File: src/psq_pkg.sv
package psq_pkg;

	// Cell indexes cover the largest supported store of 256 words.
	localparam int CELL_IDX_W = 8;

	typedef enum logic [2:0] {
		REQ_PUSH_HEAD = 3'd0,
		REQ_PUSH_TAIL = 3'd1,
		REQ_INSERT    = 3'd2,
		REQ_DELETE    = 3'd3,
		REQ_READ      = 3'd4,
		REQ_CLEAR     = 3'd5
	} req_code_t;

	typedef enum logic [1:0] {
		ST_DONE    = 2'd0,
		ST_BAD_POS = 2'd1,
		ST_FULL    = 2'd2
	} status_code_t;

	typedef enum logic [1:0] {
		CELL_HOLD   = 2'd0,
		CELL_INSERT = 2'd1,
		CELL_DELETE = 2'd2
	} cell_op_t;

	typedef struct packed {
		cell_op_t              op;
		logic [CELL_IDX_W-1:0] idx;
	} cell_cmd_t;

	typedef struct packed {
		logic [2:0]         req_type;
		logic [4:0]         position;
		logic signed [31:0] value;
	} req_item_t;

	typedef struct packed {
		logic [1:0]         status;
		logic signed [31:0] read_value;
		logic [4:0]         entry_count;
	} rsp_item_t;

endpackage

File: src/psq_stream_if.sv
interface psq_stream_if import psq_pkg::*; #(
	parameter type payload_t = req_item_t
);
	logic     valid;
	logic     ready;
	payload_t payload;

	modport source (output valid, output payload, input ready);
	modport sink (input valid, input payload, output ready);
endinterface

File: src/positional_sequence_store.sv
// Channel | Modport | Payload    | Meaning
// req     | sink    | req_item_t | one request: req_type, position, value
// rsp     | source  | rsp_item_t | one result: status, read_value, entry_count
//
// Every request is taken when req.valid and req.ready are both high, and its result
// is registered into the output register, so one request per cycle is sustained while rsp takes each result.
// The rate is set by the row of cells: all cells shift together on the same edge.
// A new request is taken while the held result is being taken in the same cycle.
// Reset (arst_n low) empties the store and drops any held result.
// When rsp is stalled with a result held, req is stalled too.
module positional_sequence_store import psq_pkg::*; #(
	parameter int CAPACITY   = 16,
	parameter int DATA_WIDTH = 32
) (
	input  logic         clk,
	input  logic         arst_n,
	psq_stream_if.sink   req,
	psq_stream_if.source rsp
);
	// Count width holds CAPACITY itself; compares use a width that fits
	// both the count and a 5-bit position plus one.
	localparam int CNT_W     = $clog2(CAPACITY + 1);
	localparam int CMP_W     = ((CNT_W > 5) ? CNT_W : 5) + 1;
	// Positions reach at most 31, so only the first 31 cells can be read.
	localparam int RD_N      = (CAPACITY < 31) ? CAPACITY : 31;
	localparam int RD_IDX_W  = (RD_N > 1) ? $clog2(RD_N) : 1;

	logic [CNT_W-1:0] cnt_q;
	logic [CNT_W-1:0] cnt_next;
	logic             out_valid_q;
	rsp_item_t        out_q;
	rsp_item_t        rsp_next;
	cell_cmd_t        cmd;
	logic             accept;

	logic signed [DATA_WIDTH-1:0] new_word;
	logic signed [DATA_WIDTH-1:0] cell_words [CAPACITY];
	logic signed [DATA_WIDTH-1:0] rd_words [RD_N];
	logic signed [DATA_WIDTH-1:0] rd_word;

	logic [CMP_W-1:0] pos_x;
	logic [CMP_W-1:0] cnt_x;
	logic [4:0]       pos_m1;
	logic             pos_ok_ins;
	logic             pos_ok_rd;
	logic             full;

	// A request is taken whenever the output register is free or being emptied.
	assign req.ready = !out_valid_q || rsp.ready;
	assign accept    = req.valid && req.ready;

	assign rsp.valid   = out_valid_q;
	assign rsp.payload = out_q;

	// The size cast keeps the low bits or sign-extends, as DATA_WIDTH asks.
	assign new_word = DATA_WIDTH'(req.payload.value);

	assign pos_x      = CMP_W'(req.payload.position);
	assign cnt_x      = CMP_W'(cnt_q);
	assign pos_m1     = req.payload.position - 5'd1;
	assign pos_ok_ins = (req.payload.position != 5'd0) && (pos_x <= cnt_x + CMP_W'(1));
	assign pos_ok_rd  = (req.payload.position != 5'd0) && (pos_x <= cnt_x);
	assign full       = (cnt_q == CNT_W'(CAPACITY));

	// The row of cells: position p lives in cell p-1. Inserts shift toward the
	// tail through the left neighbor, deletes toward the head through the right.
	for (genvar j = 0; j < CAPACITY; j++) begin : g_cell
		logic signed [DATA_WIDTH-1:0] left_w;
		logic signed [DATA_WIDTH-1:0] right_w;

		if (j == 0) begin : g_head
			assign left_w = new_word;
		end else begin : g_mid_l
			assign left_w = cell_words[j-1];
		end

		if (j == CAPACITY - 1) begin : g_tail
			assign right_w = cell_words[j];
		end else begin : g_mid_r
			assign right_w = cell_words[j+1];
		end

		psq_cell #(
			.DATA_WIDTH(DATA_WIDTH),
			.INDEX     (j)
		) u_cell (
			.clk       (clk),
			.cmd       (cmd),
			.new_word  (new_word),
			.left_word (left_w),
			.right_word(right_w),
			.word      (cell_words[j])
		);
	end

	for (genvar j = 0; j < RD_N; j++) begin : g_rd
		assign rd_words[j] = cell_words[j];
	end

	assign rd_word = rd_words[RD_IDX_W'(pos_m1)];

	// Decode the request into the cell command, the next count and the result.
	always_comb begin
		cmd.op               = CELL_HOLD;
		cmd.idx              = '0;
		cnt_next             = cnt_q;
		rsp_next.status      = ST_DONE;
		rsp_next.read_value  = '0;

		case (req.payload.req_type)
			REQ_PUSH_HEAD, REQ_PUSH_TAIL: begin
				if (full) begin
					rsp_next.status = ST_FULL;
				end else begin
					cmd.op   = CELL_INSERT;
					cmd.idx  = (req.payload.req_type == REQ_PUSH_HEAD) ? '0 :
					           CELL_IDX_W'(cnt_q);
					cnt_next = cnt_q + CNT_W'(1);
				end
			end
			REQ_INSERT: begin
				if (!pos_ok_ins) begin
					rsp_next.status = ST_BAD_POS;
				end else if (full) begin
					rsp_next.status = ST_FULL;
				end else begin
					cmd.op   = CELL_INSERT;
					cmd.idx  = CELL_IDX_W'(pos_m1);
					cnt_next = cnt_q + CNT_W'(1);
				end
			end
			REQ_DELETE: begin
				if (!pos_ok_rd) begin
					rsp_next.status = ST_BAD_POS;
				end else begin
					cmd.op   = CELL_DELETE;
					cmd.idx  = CELL_IDX_W'(pos_m1);
					cnt_next = cnt_q - CNT_W'(1);
				end
			end
			REQ_READ: begin
				if (!pos_ok_rd) begin
					rsp_next.status = ST_BAD_POS;
				end else begin
					rsp_next.read_value = 32'(rd_word);
				end
			end
			REQ_CLEAR: begin
				cnt_next = '0;
			end
			default: begin
				// Unused request codes leave the store as it is.
			end
		endcase

		rsp_next.entry_count = 5'(cnt_next);

		// Nothing moves unless the request is really taken.
		if (!accept) begin
			cmd.op = CELL_HOLD;
		end
	end

	always_ff @(posedge clk or negedge arst_n) begin
		if (!arst_n) begin
			cnt_q       <= '0;
			out_valid_q <= 1'b0;
		end else begin
			if (accept) begin
				cnt_q       <= cnt_next;
				out_valid_q <= 1'b1;
			end else if (rsp.ready) begin
				out_valid_q <= 1'b0;
			end
		end
	end

	always_ff @(posedge clk) begin
		if (accept) begin
			out_q <= rsp_next;
		end
	end

`ifndef SYNTHESIS
	a_cnt_bound: assert property (@(posedge clk) disable iff (!arst_n)
		cnt_q <= CNT_W'(CAPACITY))
		else $error("entry count exceeds capacity");

	a_clear_empties: assert property (@(posedge clk) disable iff (!arst_n)
		accept && (req.payload.req_type == REQ_CLEAR) |=> (cnt_q == '0))
		else $error("clear did not empty the store");

	a_push_grows: assert property (@(posedge clk) disable iff (!arst_n)
		accept && !full && (req.payload.req_type == REQ_PUSH_TAIL)
		|=> (cnt_q == $past(cnt_q) + CNT_W'(1)))
		else $error("push did not grow the store");

	a_held_count: assert property (@(posedge clk) disable iff (!arst_n)
		out_valid_q |-> (out_q.entry_count == 5'(cnt_q)))
		else $error("held result disagrees with the stored count");

	a_full_status: assert property (@(posedge clk) disable iff (!arst_n)
		out_valid_q && (out_q.status == ST_FULL) |-> full)
		else $error("full status reported while the store has room");
`endif
endmodule

File: src/psq_cell.sv
module psq_cell import psq_pkg::*; #(
	parameter int DATA_WIDTH = 32,
	parameter int INDEX      = 0
) (
	input  logic                         clk,
	input  cell_cmd_t                    cmd,
	input  logic signed [DATA_WIDTH-1:0] new_word,
	input  logic signed [DATA_WIDTH-1:0] left_word,
	input  logic signed [DATA_WIDTH-1:0] right_word,
	output logic signed [DATA_WIDTH-1:0] word
);
	localparam logic [CELL_IDX_W-1:0] MY_IDX = CELL_IDX_W'(INDEX);

	logic signed [DATA_WIDTH-1:0] word_q;

	// Each cell picks its next word from its own index and the broadcast command.
	always_ff @(posedge clk) begin
		case (cmd.op)
			CELL_INSERT: begin
				if (MY_IDX == cmd.idx) begin
					word_q <= new_word;
				end else if (MY_IDX > cmd.idx) begin
					word_q <= left_word;
				end
			end
			CELL_DELETE: begin
				if (MY_IDX >= cmd.idx) begin
					word_q <= right_word;
				end
			end
			default: begin
			end
		endcase
	end

	assign word = word_q;
endmodule
File: src/flat_wrapper.sv
// flat-port wrapper written by rule: the top's interface ports become plain ports
module positional_sequence_store_flat import psq_pkg::*;
#(
	parameter int CAPACITY   = 16,
	parameter int DATA_WIDTH = 32
)
  (clk, arst_n, req_valid, req_payload, req_ready, rsp_valid, rsp_payload, rsp_ready);
  psq_stream_if req_i ();
  psq_stream_if rsp_i ();
  input  logic clk;
  input  logic arst_n;
  input wire logic [$bits(req_i.valid)-1:0] req_valid;
  input wire logic [$bits(req_i.payload)-1:0] req_payload;
  output wire logic [$bits(req_i.ready)-1:0] req_ready;
  output wire logic [$bits(rsp_i.valid)-1:0] rsp_valid;
  output wire logic [$bits(rsp_i.payload)-1:0] rsp_payload;
  input wire logic [$bits(rsp_i.ready)-1:0] rsp_ready;
  assign req_i.valid = req_valid;
  assign req_i.payload = req_payload;
  assign req_ready = req_i.ready;
  assign rsp_valid = rsp_i.valid;
  assign rsp_payload = rsp_i.payload;
  assign rsp_i.ready = rsp_ready;
  positional_sequence_store #(.CAPACITY(CAPACITY), .DATA_WIDTH(DATA_WIDTH)) u_core (.clk(clk), .arst_n(arst_n), .req(req_i), .rsp(rsp_i));
endmodule
File: config.mk
export PLATFORM = sky130hd
export DESIGN_NAME = positional_sequence_store_flat
export DESIGN_NICKNAME = d
export VERILOG_FILES = /design/src/psq_pkg.sv /design/src/psq_stream_if.sv /design/src/positional_sequence_store.sv /design/src/psq_cell.sv /design/src/flat_wrapper.sv
export SDC_FILE = /design/constraint.sdc
export NUM_CORES = 2
export LEC_CHECK = 0
export BUFFER_PORTS_ARGS = -buffer_cell sky130_fd_sc_hd__buf_4
export CAP_MARGIN = 0
export CORE_MARGIN = 2
export CORE_UTILIZATION = 64
export DETAILED_ROUTE_END_ITERATION = 10
export PLACE_DENSITY = 0.81
export RECOVER_POWER = 50
export REMOVE_ABC_BUFFERS = 1
export SLEW_MARGIN = 10
export SYNTH_ARGS = -nofsm -noshare
export SYNTH_HDL_FRONTEND = slang
export SYNTH_SLANG_ARGS = --single-unit
File: constraint.sdc
create_clock -name clk -period 10.6 [get_ports clk]
set_input_delay 2.12 -clock clk [delete_from_list [all_inputs] [get_ports clk]]
set_output_delay 2.12 -clock clk [all_outputs]
set_load 0.02 [all_outputs]
Word-level counts from Yosys, hierarchy flattened --
Index checks and enable logic that the tools add are counted.
Cells by class: bitwise operators 1, equality and inequality tests 53, $lt $le $gt $ge 34, reductions and logical operators 30, add/subtract/negate cells 4, muxes and demuxes 82
Operators by type and width (number):
- two-way mux 32 bit | 49
- one-hot mux 32 bit (2 select lines) | 15
- binary-select mux 32 bit (select 4 bit) | 1
- == test 4 x 8 -> 1 bit, first input constant | 8
- greater-than comparator 4 x 8 -> 1 bit, first input constant | 8
- greater-or-equal comparator 4 x 8 -> 1 bit, first input constant | 7
- inequality test 3 bit, second input constant | 15
- AND reduction 3 bit | 15
- == test 3 x 8 -> 1 bit, first input constant | 4
- greater-or-equal comparator 3 x 8 -> 1 bit, first input constant | 4
- greater-than comparator 3 x 8 -> 1 bit, first input constant | 4
- inequality test 2 bit, second input constant | 15
- one-hot mux 10 bit (3 select lines) | 1
- two-way mux 10 bit | 2
- two-way mux 5 bit | 4
- one-hot mux 5 bit (4 select lines) | 1
- two-way mux 9 bit | 2
- == test 2 x 8 -> 1 bit, first input constant | 2
- greater-or-equal comparator 1 x 8 -> 1 bit, first input constant | 2
- greater-or-equal comparator 2 x 8 -> 1 bit, first input constant | 2
- greater-than comparator 1 x 8 -> 1 bit, first input constant | 2
- greater-than comparator 2 x 8 -> 1 bit, first input constant | 2
- subtractor 5 x 1 -> 5 bit, second input constant | 2
- == test 1 x 8 -> 1 bit, first input constant | 1
- 24 further kinds | 36
Storage, ports and cells: input port bits 44, word-level logic and storage cells 225, register bits 557, output and inout bits 42

Depth between registers and ports, before layout --
depth in word-level cells 9, depth in mapped cells 20, gate-level depth less buffers 16

Modules after synthesis --
A second synthesis with hierarchy kept.
Second synthesis, totals: cell total of the unflattened synthesis 3424, area total of the unflattened synthesis 35994.5 um^2
By module, submodules not included:
- positional_sequence_store | sequential area each 1321.3 um^2, area an instance 6282.3 um^2, instances 1, cells each 412
- psq_cell at u_core.g_cell[0].u_cell ... | sequential area each 960.9 um^2, area an instance 1774.2 um^2, instances 2, cells each 186
- psq_cell at u_core.g_cell[1].u_cell | sequential area each 960.9 um^2, area an instance 2044.5 um^2, instances 1, cells each 183
- psq_cell at u_core.g_cell[3].u_cell | sequential area each 960.9 um^2, area an instance 1975.6 um^2, instances 1, cells each 192
- psq_cell at u_core.g_cell[5].u_cell | sequential area each 960.9 um^2, area an instance 1945.6 um^2, instances 1, cells each 191
- psq_cell at u_core.g_cell[4].u_cell | sequential area each 960.9 um^2, area an instance 1924.3 um^2, instances 1, cells each 190
- psq_cell at u_core.g_cell[6].u_cell | sequential area each 960.9 um^2, area an instance 1899.3 um^2, instances 1, cells each 189
- psq_cell at u_core.g_cell[14].u_cell | sequential area each 960.9 um^2, area an instance 1886.8 um^2, instances 1, cells each 189
- psq_cell at u_core.g_cell[12].u_cell | sequential area each 960.9 um^2, area an instance 1884.3 um^2, instances 1, cells each 189
- psq_cell at u_core.g_cell[7].u_cell | sequential area each 960.9 um^2, area an instance 1835.5 um^2, instances 1, cells each 192
- psq_cell at u_core.g_cell[9].u_cell | sequential area each 960.9 um^2, area an instance 1831.8 um^2, instances 1, cells each 189
- psq_cell at u_core.g_cell[10].u_cell | sequential area each 960.9 um^2, area an instance 1829.3 um^2, instances 1, cells each 188
- psq_cell at u_core.g_cell[2].u_cell | sequential area each 960.9 um^2, area an instance 1791.7 um^2, instances 1, cells each 187
- psq_cell at u_core.g_cell[13].u_cell | sequential area each 960.9 um^2, area an instance 1779.2 um^2, instances 1, cells each 187
- 2 more rows

Least setup slack after synthesis --
Ideal clock, no wire load.
path kind input to register, start in req_payload[32], end reg u_core.g_cell[8].u_cell.word_q[0], enable pin, slack 2.080 ns, buffers on the path 4, arrival time 8.050 ns, library setup time 0.470 ns, stages 13, data required time 10.130 ns, path through clkbuf_1 > buf_1 > clkbuf_1 > inv_1 > ha_1 > and4b_1 > a21oi_1 > o31a_1 > clkbuf_8 > o41a_2 > a21bo_1 > or3_2 > o31ai_1
Between the ends: word-level cells in the longest chain between the ends 8, elaborated cells on any way between the ends 20, classes of those cells add/sub (1); order compare (4); eq/ne (5); mux (5); reduce/logical (5)
RTL lines:
- from (decl) | line flat_wrapper.sv:13 | input wire logic [$bits(req_i.payload)-1:0] req_payload;
- branches (longest 3 deep; another with subtractor 5 x 1 -> 5 bit)
- one-hot mux 10 bit (3 select lines) * | line positional_sequence_store.sv:110 | case (req.payload.req_type)
- branches (longest 3 deep; another with greater-than comparator 4 x 8 -> 1 bit)
- AND reduction 3 bit (no line) *
- to (signal assigned) | line psq_cell.sv:21 | word_q <= new_word;
- to (signal assigned) | line psq_cell.sv:23 | word_q <= left_word;
- to (signal assigned) | line psq_cell.sv:28 | word_q <= right_word;
- to (decl) | line psq_cell.sv:14 | logic signed [DATA_WIDTH-1:0] word_q;
Mark *: on every way between the ends. A chain may end at the register's enable or synchronous reset.

Worst setup path after layout --
start in rsp_ready, end reg u_core.g_cell[8].u_cell.word_q[2], enable pin
Between the ends: word-level cells in the longest chain between the ends 6, elaborated cells on any way between the ends 9, classes of those cells eq/ne (4); mux (1); reduce/logical (4)
RTL lines:
- from (decl) | line flat_wrapper.sv:17 | input wire logic [$bits(rsp_i.ready)-1:0] rsp_ready;
- logical OR 1 bit * | line positional_sequence_store.sv:49 | assign req.ready = !out_valid_q || rsp.ready;
- logical AND 1 bit * | line positional_sequence_store.sv:50 | assign accept = req.valid && req.ready;
- net u_core.accept | line positional_sequence_store.sv:34 | logic accept;
- two-way mux 2 bit * | line positional_sequence_store.sv:159 | if (!accept) begin
- == test 2 x 1 -> 1 bit / == test 2 bit (equally long branches) | line psq_cell.sv:18 | case (cmd.op)
- inequality test 3 bit (no line) (tied with other cells)
- AND reduction 3 bit (no line) *
Mark *: on every way through the listed nets, which the timed path passes. The rest lies on a longest branch.

==> key figures <==
GRT
  • Met1 Use GR: between 50% and 60%
  • Met2 Usage GRT: 53.98%
  • Gr busiest metal: met2
  • Largest net degree at the start of global routing: 200
  • Gr ovfl total: 0
  • Vias in the first global route: around 24,000
  • GRT Resource Usage Total: between 30% and 40%
  • Initial antenna violation count: 2
  • First-pass GRT wire length: roughly 150 mm
  • GR met3 Demand/Resource: slightly above 8%

STA
  • Final hold vios: 0
  • RSZ-0062 raised after global routing: no
  • Setup ws final: about 1.7 ns
  • Max Clock Freq: between 100 and 150 MHz
  • Worst-Margin Slew: ~4.3 ns
  • Fin crit period: slightly below 9 ns
  • Slew Viols, Final: 336
  • Setup violations, final: 0
  • Relative slew margins: -183.5%
  • Final Cycle Share: between 80% and 90%
  • Fin Clk Skew: between 0.02 and 0.025 ns

Clock network
  • Post-CTS Setup Inserts: 0
  • Clock Pin Slew Worst Setup and Hold Paths: ~0.060 ns
  • Clk sinks: ~560
  • Clk_lat worst skew: around 0.63 ns
  • # hold bufs at CTS: 0
  • CTS tree: yes
  • Number of CTS-inserted buffers: between 50 and 60
  • CTS max path bufs: 3
  • Clock root cell: clkbuf_16
  • Post-CTS sizing: 0
  • H-tree Lvls: 2

Min path
  • Hold Crit Endpoint: u_core.rsp.valid
  • WHS Path Cells: 2
  • Worst Hold Launch: u_core.rsp.valid
  • Hold crit path type: register to register

Outcome
  • Failing checks: max-capacitance violations, max-slew violations
  • Status: finished, violations left

Logic synthesis
  • Synthesized cell area: approximately 0.033 sq mm
  • EDFF count, synth: around 550
  • Cell count after synthesis: ~2,800
  • Top FF cell, synth: edfxtp_1
  • Synth area leaders: edfxtp_1 (50%), mux4_2 (11%), mux2i_1 (8.8%)
  • Yosys warns: 0
  • Leading area contributor after synthesis: edfxtp_1
  • Async set-reset flop share out of synthesis: under 10%
  • Seq cells post-synth: 557
  • Distinct cells, synth: between 60 and 70
  • Synth Area per Inst: between 10 and 15 sq um
  • Top-area cell type share of the netlist area: between 50% and 60%
  • Post-synthesis sequential area ratio: 50.54%

Placed design
  • Placement Setup Slack: between 2 and 3 ns
  • Final GP Congestion: 0.8922
  • IO Port Bufs: 84
  • Detailed placement HPWL: 55.55 mm
  • # placed instances: between 3,000 and 4,000

Final layout
  • Net count reported at finish: between 2,000 and 3,000
  • Area delta synth->final: 6.583%
  • Share of cells above drive strength 1: 14.65%
  • Core Util, Final: 68.77%
  • Cell Count, Final, Fillers Out: ~3,500

Worst setup path
  • Critical Path AT: 9.14 ns
  • CP Data Required Time: ~11 ns
  • R2r startpoint: u_core.rsp.valid
  • Setup CP Type: input pin to register
  • Reg-to-reg slack, setup: about 3.0 ns
  • Worst-path fanout max: 45
  • Startpoint types: input pin
  • Worst-case reg-to-reg path depth: 9
  • CP endpoint kind: register
  • Worst flop-to-flop path endpoint: u_core.g_cell[8].u_cell.word[2]

Pwr
  • Clk network pwr share: between 30% and 40%
  • Pwr/cell area: around 180 mW/mm^2
  • Seq pwr share: 45.5%
  • Int Power: roughly 4300 uW
  • Peak VDD IR: 0.1545 mV
  • Switch Pwr: about 1900 uW
  • Sw frac: 29.87%
  • Static leakage: between 0.01 and 0.015 uW
  • Combinational share of power: a little over a fifth

Die
  • Initial Util: ~65%
  • IO Pins: 86
  • Die width: around 230 um
  • Die ar.: approximately 0.053 sq mm
  • Row count: 83
  • Core area: a little over 0.05 sq mm
  • Die Ht: about 230 um

Drt
  • Routed WL: 96.67 mm
  • Post-route DRC violation count: 0
  • Via count: between 20,000 and 30,000
  • Wire per inst: 27.76 um
  • DR iter-0 viols: around 4,200
  • Antenna Nets Post-Route: 0
  • Drt first pass iters: 8
  • Drt via density: between 7 and 8

Job
  • Max Cap Violations: 12
==> power groups by stage <==
stage	Clock, uW	Sequential, uW	Combinational, uW
6_report	2080	2820	1310
3_5_place_dp	0	2850	1290
5_1_grt	2160	2830	1380
3_3_place_gp	0	2840	1250
2_1_floorplan	0	2830	896
4_1_cts	2070	2810	1300
==> synthesized netlist by cell type, types with 5 or more instances <==
library cell and count:
nand2_1 565, edfxtp_1 551, mux2i_1 289, clkbuf_1 160
mux4_2 160, o21ai_0 152, o21ai_1 119, a21oi_1 98
nor2_1 94, a2bb2oi_1 93, a31oi_1 86, nor2b_1 65
nand3_1 47, clkbuf_8 38, or3_1 35, mux2_2 33
a22oi_1 32, buf_2 29, ha_1 16, inv_1 14
buf_1 13, buf_4 10, nor3_1 10, o31ai_1 8
buf_6 7, nand4_1 7, dfrtp_1 6, nand2b_1 6
xnor2_1 6, or2_2 5
==> cells in the final DEF (no fill, tap or decap), types with 6 or more instances in the layout <==
cell	Yosys	final
a31oi_1	86	85
nor2b_1	65	65
nand2b_1	6	6
mux2i_1	289	289
mux2_2	33	33
clkbuf_1	160	58
clkbuf_16	0	59
nand2_1	565	564
a2bb2oi_1	93	93
or3_1	35	34
nand3_1	47	46
clkinv_2	0	17
bufinv_16	0	7
nor3_1	10	10
o21ai_1	119	60
ha_1	16	15
clkinv_1	0	17
inv_1	14	13
nor2_1	94	93
nand4_1	7	7
a21oi_1	98	95
o21ai_0	152	209
mux4_2	160	160
dfrtp_1	6	6
a22oi_1	32	32
o31ai_1	8	7
nor4_4	4	6
edfxtp_1	551	551
buf_4	10	85
==> state kept, by name, indices dropped and copies added, names as in the netlist <==
register / count
u_core.g_cell.u_cell.word: 512
u_core.rsp.payload: 39
u_core.cnt_q: 5
u_core.rsp.valid: 1
==> kinds of logic (layout without fill, tap and decap cells) <==
family | count (synthesis) | in the layout | share of synthesized area, %
other | 1 | 4 | 0.01135
AOI/OAI and AO/OA | 612 | 612 | 11.27
xor gates and xnor gates | 8 | 8 | 0.2121
and+or+nand+nor | 860 | 860 | 11.54
DFF | 557 | 557 | 50.54
adders and majority gates | 16 | 16 | 0.6060
muxes | 482 | 482 | 20.79
buffers and inverters | 282 | 263 | 5.026
==> final cells by class <==
cell class	count	area, sq um
clock inverter	41	364.1
inverter	17	85.08
fill	3516	15990
clock buffer	67	1506
antenna	3	7.507
sequential	557	16700
timing repair buffer	138	868.3
tap	680	850.8
multi-input combinational	1979	14830
==> how the worst max path moves through the flow <==
stage,start,endpoint,slack [ns],depth (start not counted)
after floorplan,req_payload[32],u_core.g_cell[10].u_cell.word[30],-14.41,13
after global placement,req_payload[32],u_core.g_cell[10].u_cell.word[11],2.92,15
after detailed placement,req_payload[32],u_core.g_cell[12].u_cell.word[4],2.78,15
after CTS,req_payload[32],u_core.g_cell[10].u_cell.word[1],3.38,16
after global routing,rsp_ready,u_core.g_cell[8].u_cell.word[8],1.52,10
final,rsp_ready,u_core.g_cell[8].u_cell.word[2],1.72,10
==> critical path, stage by stage <==
cell	delay, ns
clkbuf_4	0.10
nand2b_1	0.14
nand2_1	0.16
clkinv_1	0.07
clkbuf_1	2.52
nand3_1	0.56
inv_1	0.19
ha_1	0.54
o31ai_1	2.01
buf_4	0.72
==> layer usage <==
| metal | up-vias | wire length (um) |
|---|---|---|
| met5 | - | 12 |
| met3 | 341 | 13200 |
| li1 | 10520 | - |
| met4 | 2 | 4666 |
| met2 | 2130 | 43290 |
| met1 | 12220 | 35490 |
==> stage by stage <==
stage	hold slack, ns	TNS, ns	instance area, sq um	power [uW]
2_1_floorplan	0.5271	-7506.45	31450	3731
3_3_place_gp	0.5273	0	33610	4095
3_5_place_dp	0.5643	0	33610	4142
4_1_cts	0.5742	0	35480	6176
5_1_grt	0.6071	0	35200	6373
6_report	0.5595	0	35210	6202
Note: power is estimated with default switching activity, not from simulation.
